==> src/design/ip_mask_filter_table_defines.svh <==
// ---------------------------------------------------------------------------
// IP mask filter table: assertion macros
// Shared assertion helpers, clocked on i_clk and disabled while i_rst_n is low.
// ---------------------------------------------------------------------------
`ifndef IP_MASK_FILTER_TABLE_DEFINES_SVH
`define IP_MASK_FILTER_TABLE_DEFINES_SVH

// Consequence must hold in the same cycle as the antecedent.
`define IMFT_ASSERT_SAME(label, ante, cons) \
    label: assert property (@(posedge i_clk) disable iff (!i_rst_n) \
        (ante) |-> (cons)) else $error("imft assertion failed");

// Consequence must hold in the cycle after the antecedent.
`define IMFT_ASSERT_NEXT(label, ante, cons) \
    label: assert property (@(posedge i_clk) disable iff (!i_rst_n) \
        (ante) |=> (cons)) else $error("imft assertion failed");

`endif

==> src/design/imft_pkg.sv <==
// ---------------------------------------------------------------------------
// IP mask filter table: package
// Table depth, operation and status codes, the token that travels along the
// cell chain and the octet mask function.
// ---------------------------------------------------------------------------
package imft_pkg;

    localparam int TABLE_DEPTH = 64;
    localparam int ADDR_W      = 32;
    localparam int OP_W        = 2;
    localparam int ST_W        = 2;

    // Operation codes
    localparam logic [OP_W-1:0] OP_CHECK  = 2'd0;
    localparam logic [OP_W-1:0] OP_ADD    = 2'd1;
    localparam logic [OP_W-1:0] OP_REMOVE = 2'd2;

    // Status codes
    localparam logic [ST_W-1:0] ST_DONE      = 2'd0;
    localparam logic [ST_W-1:0] ST_FULL      = 2'd1;
    localparam logic [ST_W-1:0] ST_NOT_FOUND = 2'd2;

    // One command in flight along the chain of cells.
    typedef struct packed {
        logic              valid;
        logic [OP_W-1:0]   op;
        logic [ADDR_W-1:0] address;
        logic              hit;
        logic              claimed;
    } t_token;

    // Each nonzero octet of a filter compares in full; a zero octet is a wildcard.
    function automatic logic [ADDR_W-1:0] octet_mask(input logic [ADDR_W-1:0] a);
        logic [ADDR_W-1:0] m;
        m = '0;
        for (int k = 0; k < ADDR_W / 8; k++) begin
            if (a[8*k +: 8] != 8'd0) begin
                m[8*k +: 8] = 8'hFF;
            end
        end
        return m;
    endfunction

endpackage

==> src/design/imft_cell.sv <==
// ---------------------------------------------------------------------------
// IP mask filter table: table cell
// Holds one filter entry, acts on the token passing through and hands the
// token to the next cell through its token register.
// ---------------------------------------------------------------------------
`include "ip_mask_filter_table_defines.svh"

module imft_cell
    import imft_pkg::*;
(
    input  logic   i_clk,
    input  logic   i_rst_n,
    input  logic   i_en,
    input  t_token i_token,
    output t_token o_token
);

    logic              r_live;
    logic              n_live;
    logic [ADDR_W-1:0] r_addr;
    logic              w_addr_we;
    t_token            r_token;
    t_token            n_token;
    logic              w_match;
    logic              w_equal;
    logic              w_take_add;
    logic              w_take_remove;

    // Masked compare for checks, exact compare for removes.
    assign w_match = r_live && ((i_token.address & octet_mask(r_addr)) == r_addr);
    assign w_equal = r_live && (i_token.address == r_addr);

    // This cell takes an unclaimed add when free, or an unclaimed remove when equal.
    assign w_take_add    = i_token.valid && (i_token.op == OP_ADD) &&
                           !i_token.claimed && !r_live;
    assign w_take_remove = i_token.valid && (i_token.op == OP_REMOVE) &&
                           !i_token.claimed && w_equal;

    // Act on the token: checks record a hit, the first free cell takes an add,
    // the first equal live cell takes a remove.
    always_comb begin
        n_token   = i_token;
        n_live    = r_live;
        w_addr_we = 1'b0;
        if (i_token.valid) begin
            unique case (i_token.op)
                OP_CHECK: begin
                    if (w_match) begin
                        n_token.hit = 1'b1;
                    end
                end
                OP_ADD: begin
                    if (!i_token.claimed && !r_live) begin
                        n_token.claimed = 1'b1;
                        n_live          = 1'b1;
                        w_addr_we       = 1'b1;
                    end
                end
                OP_REMOVE: begin
                    if (!i_token.claimed && w_equal) begin
                        n_token.claimed = 1'b1;
                        n_live          = 1'b0;
                    end
                end
                default: begin
                end
            endcase
        end
    end

    // Live bit and token; only the live bit and the token valid are reset.
    always_ff @(posedge i_clk) begin
        if (!i_rst_n) begin
            r_live        <= 1'b0;
            r_token.valid <= 1'b0;
        end else if (i_en) begin
            r_live  <= n_live;
            r_token <= n_token;
        end
    end

    // Stored filter address.
    always_ff @(posedge i_clk) begin
        if (i_en && w_addr_we) begin
            r_addr <= i_token.address;
        end
    end

    assign o_token = r_token;

    // An add taken here leaves the entry live and holding the filter.
    `IMFT_ASSERT_NEXT(a_add_stores, i_en && w_take_add, r_live && r_addr == $past(i_token.address))
    // A remove taken here frees the entry.
    `IMFT_ASSERT_NEXT(a_remove_frees, i_en && w_take_remove, !r_live)
    // Once claimed, a token stays claimed further down the chain.
    `IMFT_ASSERT_NEXT(a_claim_kept, i_en && i_token.valid && i_token.claimed, r_token.claimed)

endmodule

==> config.mk <==
export PLATFORM = sky130hd
export DESIGN_NAME = imft_cell
export DESIGN_NICKNAME = d
export VERILOG_FILES = /design/src/design/imft_pkg.sv /design/src/design/imft_cell.sv
export VERILOG_INCLUDE_DIRS = /design/src /design/src/design
export SDC_FILE = /design/constraint.sdc
export NUM_CORES = 1
export LEC_CHECK = 0
export CAP_MARGIN = 20
export CORE_MARGIN = 2
export CORE_UTILIZATION = 58
export CTS_BUF_LIST = sky130_fd_sc_hd__clkbuf_8
export DETAILED_ROUTE_END_ITERATION = 16
export DONT_BUFFER_PORTS = 1
export PLACE_DENSITY = 0.74
export SETUP_SLACK_MARGIN = 0.4
export SLEW_MARGIN = 0
export SYNTH_ARGS = -nofsm -noshare
export SYNTH_HDL_FRONTEND = slang
export SYNTH_SLANG_ARGS = --single-unit
export TNS_END_PERCENT = 20
==> constraint.sdc <==
create_clock -name i_clk -period 5.4 [get_ports i_clk]
set_input_delay 0.27 -clock i_clk [delete_from_list [all_inputs] [get_ports i_clk]]
set_output_delay 0.27 -clock i_clk [all_outputs]
set_load 0.01 [all_outputs]
==> results.py, run 1 <==
metrics = {
    "placement": {
        "dp_cells": 261,
        "port_buffers": 0,
        "place_area_um2": 2950,
        "gp_congestion": 0.972,
        "pre_cts_ws_ns": 3.45,
        "dp_hpwl_um": 3830,
    },
    "critical_path": {
        "worstSetupStartpointType": "flop",
        "required_ns": 5.55,
        "regToRegSetupSlack_ns": 3.43,
        "end_kind": "flop",
        "r2r_end": "o_token[1]$_DFFE_PP_",
        "path_max_fanout": 3,
        "reg2reg_from": "r_addr[15]$_DFFE_PP_",
        "arrival_ns": 2.11,
        "reg2reg_depth": 5,
        "path_class": "reg2reg",
    },
    "layout": {
        "final_area_um2": 3110,
        "fin_nets": 248,
        "multiInputGateArea_um2": 682,
        "final_cells": 277,
        "areaGrowthSynthToFinish_pct": 8.94,
        "ff_latch_area_um2": 2080,
        "fillers": 349,
        "n_antenna_cell": 0,
        "drive_gt1_share_pct": 9.05,
    },
    "sta": {
        "finalSetupTns_ns": 0,
        "finalHoldViolations": 0,
        "relSlewSlack_pct": 46.4,
        "rsz0062_at_grt": "false",
        "min_period_ns": 1.97,
        "drv_slew": 0,
        "fin_skew_ns": 0.00529,
        "max_freq_mhz": 509,
        "fin_ws_ns": 3.43,
        "setup_viol": 0,
        "finalCritPeriodShare_pct": 36.4,
        "worstMarginPinSlew_ns": 0.803,
        "fin_hold_ws_ns": 0.0234,
    },
    "synth": {
        "synth_top_cell_by_area": "edfxtp_1",
        "synth_common_cells": "edfxtp_1, inv_1, nand2b_1",
        "synth_area_leaders": "edfxtp_1, nand2b_1, inv_1",
        "yosysMostFrequentCell": "edfxtp_1",
        "yosysTopAreaCellShare_pct": 71.5,
        "synth_fp_nets": 236,
        "synth_cells": 193,
        "synth.distinct_cells": 36,
        "synth_seq_cells": 70,
        "synth_top_flop_cell": "edfxtp_1",
        "ys_seq_area_share_pct": 73.0,
        "yosysWarnings": 0,
        "synth_edf_count": 68,
        "syn_avg_cell_area_um2": 14.8,
        "synthArstFlopShare_pct": 0,
        "synth_area_um2": 2850,
    },
    "global_route": {
        "antenna_found_initial": 0,
        "grt_pass1_wl_um": 8160,
        "gr-total-overflow": 0,
        "grtUsageTotal_pct": 21.1,
        "grt_pass1_vias": 1732,
        "grt_max_degree": 37,
    },
    "clock_network": {
        "cts_buffers": 9,
        "post_cts_resized": 0,
        "ctsHoldBuffers": 0,
        "insertion_delay_ns": 0.34,
        "postCtsSetupBuffers": 0,
        "path_clk_slew_ns": 0.07,
        "clock_sinks": 70,
        "clk_path_buf_depth": 2,
        "h-tree-depth": 3,
        "root_buffer": "clkbuf_8",
        "cts_tree": "done",
    },
    "power_and_ir_drop": {
        "powerDensity_nw_per_um2": 326,
        "clkPwrFrac_pct": 33.4,
        "leakage_uw": 0.00106,
        "seqPwrFrac_pct": 63.2,
        "p_switching_uw": 220,
        "ir_drop_mv": 0.231,
        "p_comb_share_pct": 3.4,
        "power.internal_uw": 794,
        "switching_share_pct": 21.7,
    },
    "route": {
        "vias": 1678,
        "drc_errors": 0,
        "drt_iter0_markers": 199,
        "drt_wl_total_um": 5340,
        "wl_per_cell_um": 19.3,
        "drtPass1Iterations": 4,
        "vias_per_cell": 6.06,
        "antenna_left": 0,
    },
    "min_path": {
        "hp-class": "in2reg",
        "min-delay-start": "i_token[2]",
        "worst_hold_path.num_cells": 0,
        "hold_end": "o_token[2]$_DFFE_PP_",
    },
    "floorplan": {
        "fp-row-count": 25,
        "start_util_pct": 60.4,
        "die-area_um2": 5500,
        "core_area_um2": 4720,
        "die_y_um": 74.1,
        "die_w_um": 74.1,
        "ios": 77,
    },
    "flow_run": {
        "cap_viol_max_count": 0,
    },
    "outcome": {
        "status": "finished clean",
    },
}
==> how the worst max path moves through the flow <==
stage | from | end | slack [ns] | cells past startpoint
2_1_floorplan | i_token[35] | r_addr[0]$_DFFE_PP_ | 1.07 | 3
3_3_place_gp | r_addr[15]$_DFFE_PP_ | r_live$_SDFFE_PN0P_ | 3.55 | 5
3_5_place_dp | r_addr[15]$_DFFE_PP_ | o_token[1]$_DFFE_PP_ | 3.45 | 5
4_1_cts | r_addr[15]$_DFFE_PP_ | o_token[1]$_DFFE_PP_ | 3.43 | 5
5_1_grt | r_addr[15]$_DFFE_PP_ | o_token[1]$_DFFE_PP_ | 3.31 | 5
6_report | r_addr[15]$_DFFE_PP_ | o_token[1]$_DFFE_PP_ | 3.43 | 5
==> critical path: stages (launching register included) <==
cell and delay [ns]:
edfxtp_1 0.43, nor2b_1 0.17, a2111o_1 0.39, nor4_2 0.28, nand4_1 0.19, o31ai_1 0.32
==> cell usage in the layout, fill, tap and decap left out, types with 2 or more instances in the layout <==
cell type / count
clkinv_1: 4
and2b_1: 2
or4_1: 2
inv_1: 24
o22ai_1: 7
nor2_1: 2
ha_1: 3
nand3_1: 3
a2111o_1: 4
edfxtp_1: 68
nor3_1: 3
clkinv_2: 2
o21ai_0: 2
nor4_1: 8
nand4_1: 3
o2111ai_1: 6
nand2_1: 6
dfxtp_1: 2
a22oi_1: 2
o31ai_1: 3
inv_2: 2
nand2b_1: 15
nor2b_1: 11
clkbuf_8: 9
a21oi_1: 2
==> area by class of cell <==
type / instances / area share (%)
Timing Repair Buffer: 1 / 0.241
Inverter: 26 / 3.14
Clock buffer: 9 / 3.98
Clock inverter: 7 / 1.05
Tap cell: 67 / 2.70
Sequential cell: 70 / 67.0
Multi-Input combinational cell: 97 / 21.9
==> sequential cells by signal (all words and copies together) (netlist names) <==
| register | flops |
|---|---|
| o_token | 37 |
| r_addr | 32 |
| r_live | 1 |
==> power groups by stage <==
stage | Sequential, µW | Combinational, µW | Clock, µW
final | 640 | 34.8 | 338
after global routing | 642 | 39.4 | 364
after CTS | 641 | 34.9 | 343
after detailed placement | 652 | 34.5 | 0
after global placement | 652 | 33.0 | 0
after floorplan | 650 | 26.6 | 0
==> cell families (layout without fill, tap and decap cells) <==
group,count (synthesis),in the layout,synth area share (%)
DFF,70,70,73.0
and+or+nand+nor,61,61,13.2
AOI/OAI and AO/OA,33,33,9.08
buffers and inverters,26,43,3.42
adders and majority gates,3,3,1.32
==> per-layer routing <==
layer | track usage (%) | wire length (µm)
met4 | 12.5 | 177
met2 | 30.4 | 2430
met1 | 28.6 | 2330
met5 | 0 | 0
met3 | 6.23 | 403
==> stage by stage <==
step | power (µW) | util [%]
final | 1010 | 65.8
after global routing | 1050 | 65.8
after CTS | 1020 | 65.8
after detailed placement | 686 | 62.5
after global placement | 685 | 62.5
after floorplan | 676 | -
Note: power is estimated with default switching activity, not from simulation.
==> inputs of run 2 (changes only) <==
Clock period 5.4 ns to 2 ns, I/O delays scaled along.
==> run 2 against run 1 <==
Against the previous run:
- clock skew is essentially flat
- fmax rose by 4.0%
- setup slack got worse by 3.3 ns
- clock power increased to 3.6 times the previous value
- worst hold slack gained 0.0016 ns
- non-clock buffer count grew 41
- critical endpoint is now r_live$_SDFFE_PN0P_
- design area up 15%
- critical path depth unchanged
==> results.py, run 2 (synthesized netlist as in run 1, its figures left out) <==
metrics = {
    "outcome": {
        "status": "finished clean",
    },
    "layout": {
        "n_antenna_cell": 0,
        "fin_nets": 289,
        "final_cell_mix": "edfxtp_1, dlygate4sd3_1, inv_1",
        "fillers": 299,
        "final_common_cell": "edfxtp_1",
        "ff_latch_area_um2": 2080,
        "multiInputGateArea_um2": 691,
        "fin_util_pct": 75.8,
        "final_cells": 318,
        "drive_gt1_share_pct": 10.4,
        "largest_register_ffs": 37,
        "areaGrowthSynthToFinish_pct": 25.4,
    },
    "power_and_ir_drop": {
        "clkPwrFrac_pct": 38.9,
        "power.internal_uw": 2460,
        "p_comb_share_pct": 5.5,
        "leakage_uw": 0.00126,
        "seqPwrFrac_pct": 55.6,
        "ir_drop_mv": 0.517,
        "switching_share_pct": 20.9,
        "powerDensity_nw_per_um2": 869,
        "p_switching_uw": 650,
        "total_power_uw": 3110,
    },
    "critical_path": {
        "r2r_end": "r_live$_SDFFE_PN0P_",
        "path_max_fanout": 3,
        "end_kind": "flop",
        "arrival_ns": 2.12,
        "required_ns": 2.23,
        "reg2reg_from": "r_addr[15]$_DFFE_PP_",
        "worstSetupStartpointType": "flop",
        "reg2reg_depth": 5,
        "path_class": "reg2reg",
        "regToRegSetupSlack_ns": 0.11,
    },
    "floorplan": {
        "die_w_um": 74.1,
        "ios": 77,
        "die-area_um2": 5500,
        "core_area_um2": 4720,
        "die_y_um": 74.1,
        "start_util_pct": 60.4,
        "fp-row-count": 25,
    },
    "sta": {
        "worstMarginPinSlew_ns": 0.592,
        "finalSetupTns_ns": 0,
        "fin_skew_ns": 0.00528,
        "relSlewSlack_pct": 60.2,
        "finalHoldViolations": 0,
        "max_freq_mhz": 529,
        "drv_slew": 0,
        "rsz0062_at_grt": "true",
        "finalCritPeriodShare_pct": 94.5,
        "min_period_ns": 1.89,
        "fin_ws_ns": 0.110,
        "setup_viol": 0,
    },
    "route": {
        "vias_per_cell": 6.00,
        "drtPass1Iterations": 4,
        "vias": 1909,
        "wl_per_cell_um": 20.1,
        "drt_wl_total_um": 6400,
        "drc_errors": 0,
        "drt_iter0_markers": 174,
        "antenna_left": 0,
    },
    "clock_network": {
        "root_buffer": "clkbuf_8",
        "insertion_delay_ns": 0.34,
        "cts_tree": "done",
        "clock_sinks": 70,
        "cts_buffers": 9,
        "post_cts_resized": 0,
        "clk_path_buf_depth": 2,
        "h-tree-depth": 3,
        "path_clk_slew_ns": 0.07,
    },
    "min_path": {
        "hold_end": "o_token[1]$_DFFE_PP_",
        "worst_hold_path.num_cells": 2,
        "min-delay-start": "i_token[36]",
        "hp-class": "in2reg",
    },
    "global_route": {
        "grtUsageTotal_pct": 24.7,
        "gr-total-overflow": 0,
        "grt_pass1_vias": 1929,
        "grt_pass1_wl_um": 9610,
        "antenna_found_initial": 0,
        "grt_max_degree": 33,
    },
    "placement": {
        "gp_congestion": 0.969,
        "port_buffers": 0,
        "pre_cts_ws_ns": 0.113,
        "dp_hpwl_um": 3930,
        "dp_cells": 262,
    },
    "flow_run": {
        "cap_viol_max_count": 0,
    },
}
==> run 2: layout make-up <==
class                   instances  area share [%]
well taps                      67            2.34
clock buffers                   9            3.46
clock inverters                 7            2.52
multi-input cells              97            19.3
repair buffers                 42            11.5
flip-flops and latches         70            58.2
inverters                      26            2.73
==> run 2: worst max-delay path: stages (launching register included) <==
cell	delay [ns]
edfxtp_1	0.39
nor2b_1	0.15
a2111o_1	0.39
nor4_2	0.28
nand4_1	0.22
o311a_1	0.34
==> run 2: power groups by stage <==
stage                     Combinational, µW  Sequential, µW  Clock (µW)
after CTS                               168            1730        1220
after global routing                    187            1730        1280
after global placement                 92.0            1760           0
final                                   172            1730        1210
after floorplan                        73.4            1750           0
after detailed placement               95.6            1760           0
==> run 2: worst max path at each step <==
stage               depth (start not counted)                   end  slack, ns            startpoint
floorplan                                   1   r_addr[0]$_DFFE_PP_       0.14   r_live$_SDFFE_PN0P_
global placement                            5   r_live$_SDFFE_PN0P_       0.15  r_addr[15]$_DFFE_PP_
detailed placement                          5   r_live$_SDFFE_PN0P_       0.11   r_addr[0]$_DFFE_PP_
CTS                                         5   r_live$_SDFFE_PN0P_       0.15  r_addr[15]$_DFFE_PP_
global route                                5  o_token[1]$_DFFE_PP_       0.05   r_addr[0]$_DFFE_PP_
finish                                      5   r_live$_SDFFE_PN0P_       0.11  r_addr[15]$_DFFE_PP_
==> run 2: metal layers <==
| metal | wire length [µm] | track usage (%) | vias to the layer above |
|---|---|---|---|
| li1 | - | - | 850 |
| met1 | 2500 | 31.5 | 925 |
| met2 | 3100 | 37.7 | 116 |
| met3 | 617 | 10.4 | 18 |
| met4 | 179 | 10.5 | 0 |
| met5 | 0 | 0 | - |
==> run 2: per-stage QoR <==
stage                     cell area (µm²)  hold slack [ns]
after floorplan                      2870            0.199
after global placement               2970            0.199
after detailed placement             2970            0.199
after CTS                            3580           0.0160
after global routing                 3580           0.0290
final                                3580           0.0251
==> run 2: what timing repair did <==
action                                 in CTS  in global routing
pin swaps                                   2                  0
endpoints found under the hold margin      70                  0
setup endpoints to repair                   3                  3
setup buffers                               2                  0
hold buffers                               38                  0
==> inputs of run 3 (changes only) <==
Settings changed: ABC_AREA set to 1.
==> run 3 against run 2 <==
Against the previous run:
- sequential power barely moved
- setup slack improved by 0.50 ns
- largest cell class unchanged
- largest power group unchanged
- power fell by 7.8%
- register-to-register slack improved by 0.50 ns
- non-clock buffer count did not move
- synthesized cell count rose by 64%
- core utilization fell by 1.9 points
==> results.py, run 3 <==
metrics = {
    "outcome": {
        "status": "finished clean",
    },
    "clock_network": {
        "insertion_delay_ns": 0.34,
        "path_clk_slew_ns": 0.07,
        "clock_sinks": 70,
        "cts_tree": "done",
        "postCtsSetupBuffers": 0,
        "h-tree-depth": 3,
        "cts_buffers": 9,
        "clk_path_buf_depth": 2,
        "root_buffer": "clkbuf_8",
        "post_cts_resized": 0,
    },
    "synth": {
        "synth_fp_nets": 360,
        "synth_common_cells": "nand2_1, edfxtp_1, inv_1",
        "ys_seq_area_share_pct": 65.7,
        "synth_top_flop_cell": "edfxtp_1",
        "yosysWarnings": 0,
        "synth_seq_cells": 70,
        "syn_avg_cell_area_um2": 9.99,
        "synth_top_cell_by_area": "edfxtp_1",
        "synth_area_um2": 3170,
        "synth_cells": 317,
        "yosysMostFrequentCell": "nand2_1",
        "synthArstFlopShare_pct": 0,
        "synth.distinct_cells": 23,
        "synth_edf_count": 68,
        "synth_area_leaders": "edfxtp_1, nand2_1, inv_1",
        "yosysTopAreaCellShare_pct": 64.5,
    },
    "power_and_ir_drop": {
        "leakage_uw": 0.00167,
        "power.internal_uw": 2240,
        "switching_share_pct": 22.0,
        "powerDensity_nw_per_um2": 746,
        "p_comb_share_pct": 7.0,
        "ir_drop_mv": 0.605,
        "clkPwrFrac_pct": 32.6,
        "seqPwrFrac_pct": 60.4,
        "p_switching_uw": 630,
    },
    "critical_path": {
        "reg2reg_depth": 7,
        "arrival_ns": 1.48,
        "required_ns": 2.09,
        "reg2reg_from": "r_addr[5]$_DFFE_PP_",
        "end_kind": "flop",
        "path_class": "reg2reg",
        "r2r_end": "o_token[0]$_DFFE_PP_",
        "worstSetupStartpointType": "flop",
        "regToRegSetupSlack_ns": 0.61,
        "worstSetupStartpoint": "r_addr[5]$_DFFE_PP_",
        "path_max_fanout": 4,
        "cp-endpoint": "o_token[0]$_DFFE_PP_",
    },
    "route": {
        "drtPass1Iterations": 4,
        "vias_per_cell": 5.04,
        "drt_wl_total_um": 6620,
        "drt_iter0_markers": 129,
        "wl_per_cell_um": 14.9,
        "antenna_left": 0,
        "drc_errors": 0,
        "vias": 2241,
    },
    "global_route": {
        "grt_pass1_wl_um": 10400,
        "antenna_found_initial": 0,
        "grt_max_degree": 20,
        "grt_busiest_layer": "met2",
        "gr-total-overflow": 0,
        "grtUsageMet1_pct": 31.1,
        "use_met3_pct": 5.58,
        "grtUsageTotal_pct": 23.0,
        "gr-usage-met2_pct": 35.1,
        "grt_pass1_vias": 2240,
    },
    "floorplan": {
        "die-area_um2": 6070,
        "ios": 77,
        "die_w_um": 77.9,
        "start_util_pct": 60.9,
        "die_y_um": 77.9,
        "core_area_um2": 5200,
        "fp-row-count": 26,
    },
    "layout": {
        "drive_gt1_share_pct": 7.20,
        "n_antenna_cell": 0,
        "final_cells": 445,
        "largest_register_ffs": 37,
        "final_cell_mix": "nand2_1, inv_1, edfxtp_1",
        "fin_nets": 413,
        "final_common_cell": "nand2_1",
        "areaGrowthSynthToFinish_pct": 21.4,
    },
    "placement": {
        "gp_congestion": 0.922,
        "dp_hpwl_um": 4380,
        "port_buffers": 0,
        "dp_cells": 391,
    },
    "sta": {
        "finalHoldViolations": 0,
        "fin_skew_ns": 0.00836,
        "min_period_ns": 1.39,
        "drv_slew": 0,
        "rsz0062_at_grt": "false",
        "worstMarginPinSlew_ns": 0.261,
        "finalCritPeriodShare_pct": 69.6,
        "setup_viol": 0,
        "relSlewSlack_pct": 82.5,
        "max_freq_mhz": 719,
        "finalSetupTns_ns": 0,
    },
    "flow_run": {
        "cap_viol_max_count": 0,
    },
    "min_path": {
        "hp-class": "in2reg",
    },
}
[run 3: cell types whose count changed after synthesis, sizes merged, moves of 4 or more]
cell / change
o2111ai: -6
a2111o: -4
or2: +5
nor4: -4
o21ai: +8
nor2b: -12
o22ai: -6
nor2: +20
inv: +47
nand2b: -15
nand2: +85
nand4: +9
nand3: +7
[run 3: critical path: stages, from the launching register on]
cell,delay [ns]
edfxtp_1,0.42
or2_1,0.27
nand2_1,0.06
nor2_1,0.04
nand3_1,0.06
nor2_1,0.07
a21oi_1,0.17
o21bai_2,0.07
[run 3: worst min-delay path by stage]
stage | depth (start not counted) | end | startpoint | slack (ns)
finish | 2 | o_token[36]$_SDFFE_PN0P_ | i_token[36] | 0.04
global route | 2 | o_token[36]$_SDFFE_PN0P_ | i_token[36] | 0.04
global placement | 0 | o_token[18]$_DFFE_PP_ | i_token[18] | 0.20
detailed placement | 0 | o_token[31]$_DFFE_PP_ | i_token[31] | 0.20
CTS | 2 | o_token[36]$_SDFFE_PN0P_ | i_token[36] | 0.03
floorplan | 0 | o_token[10]$_DFFE_PP_ | i_token[10] | 0.20
[run 3: power groups by stage]
stage                     clock network (µW)  registers (µW)  logic (µW)
final                                    935            1730         201
after global routing                    1010            1730         226
after CTS                                949            1730         200
after detailed placement                   0            1760         130
after global placement                     0            1760         127
after floorplan                            0            1760         100
[run 3: kinds of logic (layout without fill, tap and decap cells)]
logic type,count (synthesis),after routing,synth area share [%]
compound gates,19,19,3.48
buf+inv,72,130,8.53
flops,70,70,65.7
simple gates,151,151,20.5
fa+ha+maj,3,3,1.18
xor+xnor,2,2,0.553
[run 3: repair_timing]
action | 4_1_cts | 5_1_grt
endpoints found under the setup margin | 0 | 0
hold buffers | 38 | 0
hold endpoints to repair | 70 | 0
[run 3: cell type report]
type | instances | area [µm²]
fillers | 377 | 1360
multi-input cells | 175 | 831
repair buffers | 42 | 410
well taps | 70 | 87.6
clock inverters | 6 | 25.0
inverters | 72 | 270
flip-flops and latches | 70 | 2080
clock buffers | 10 | 138
[run 3: stage by stage]
step	total power [µW]	area [µm²]	worst slack, ns	hold WS [ns]	utilization [%]
3_5_place_dp	1890	3300	0.609	0.199	63.4
5_1_grt	2970	3840	0.496	0.0434	73.9
2_1_floorplan	1860	3180	0.0991	0.199	-
6_report	2870	3840	0.609	0.0371	73.9
4_1_cts	2880	3840	0.591	0.0309	73.9
3_3_place_gp	1890	3300	0.643	0.199	63.4
[run 3: routing by layer]
metal	part of all wire, %	vias to the layer above
met5	0	-
met4	2.5	0
met3	6.2	14
met2	46	82
met1	45	1003
li1	-	1142
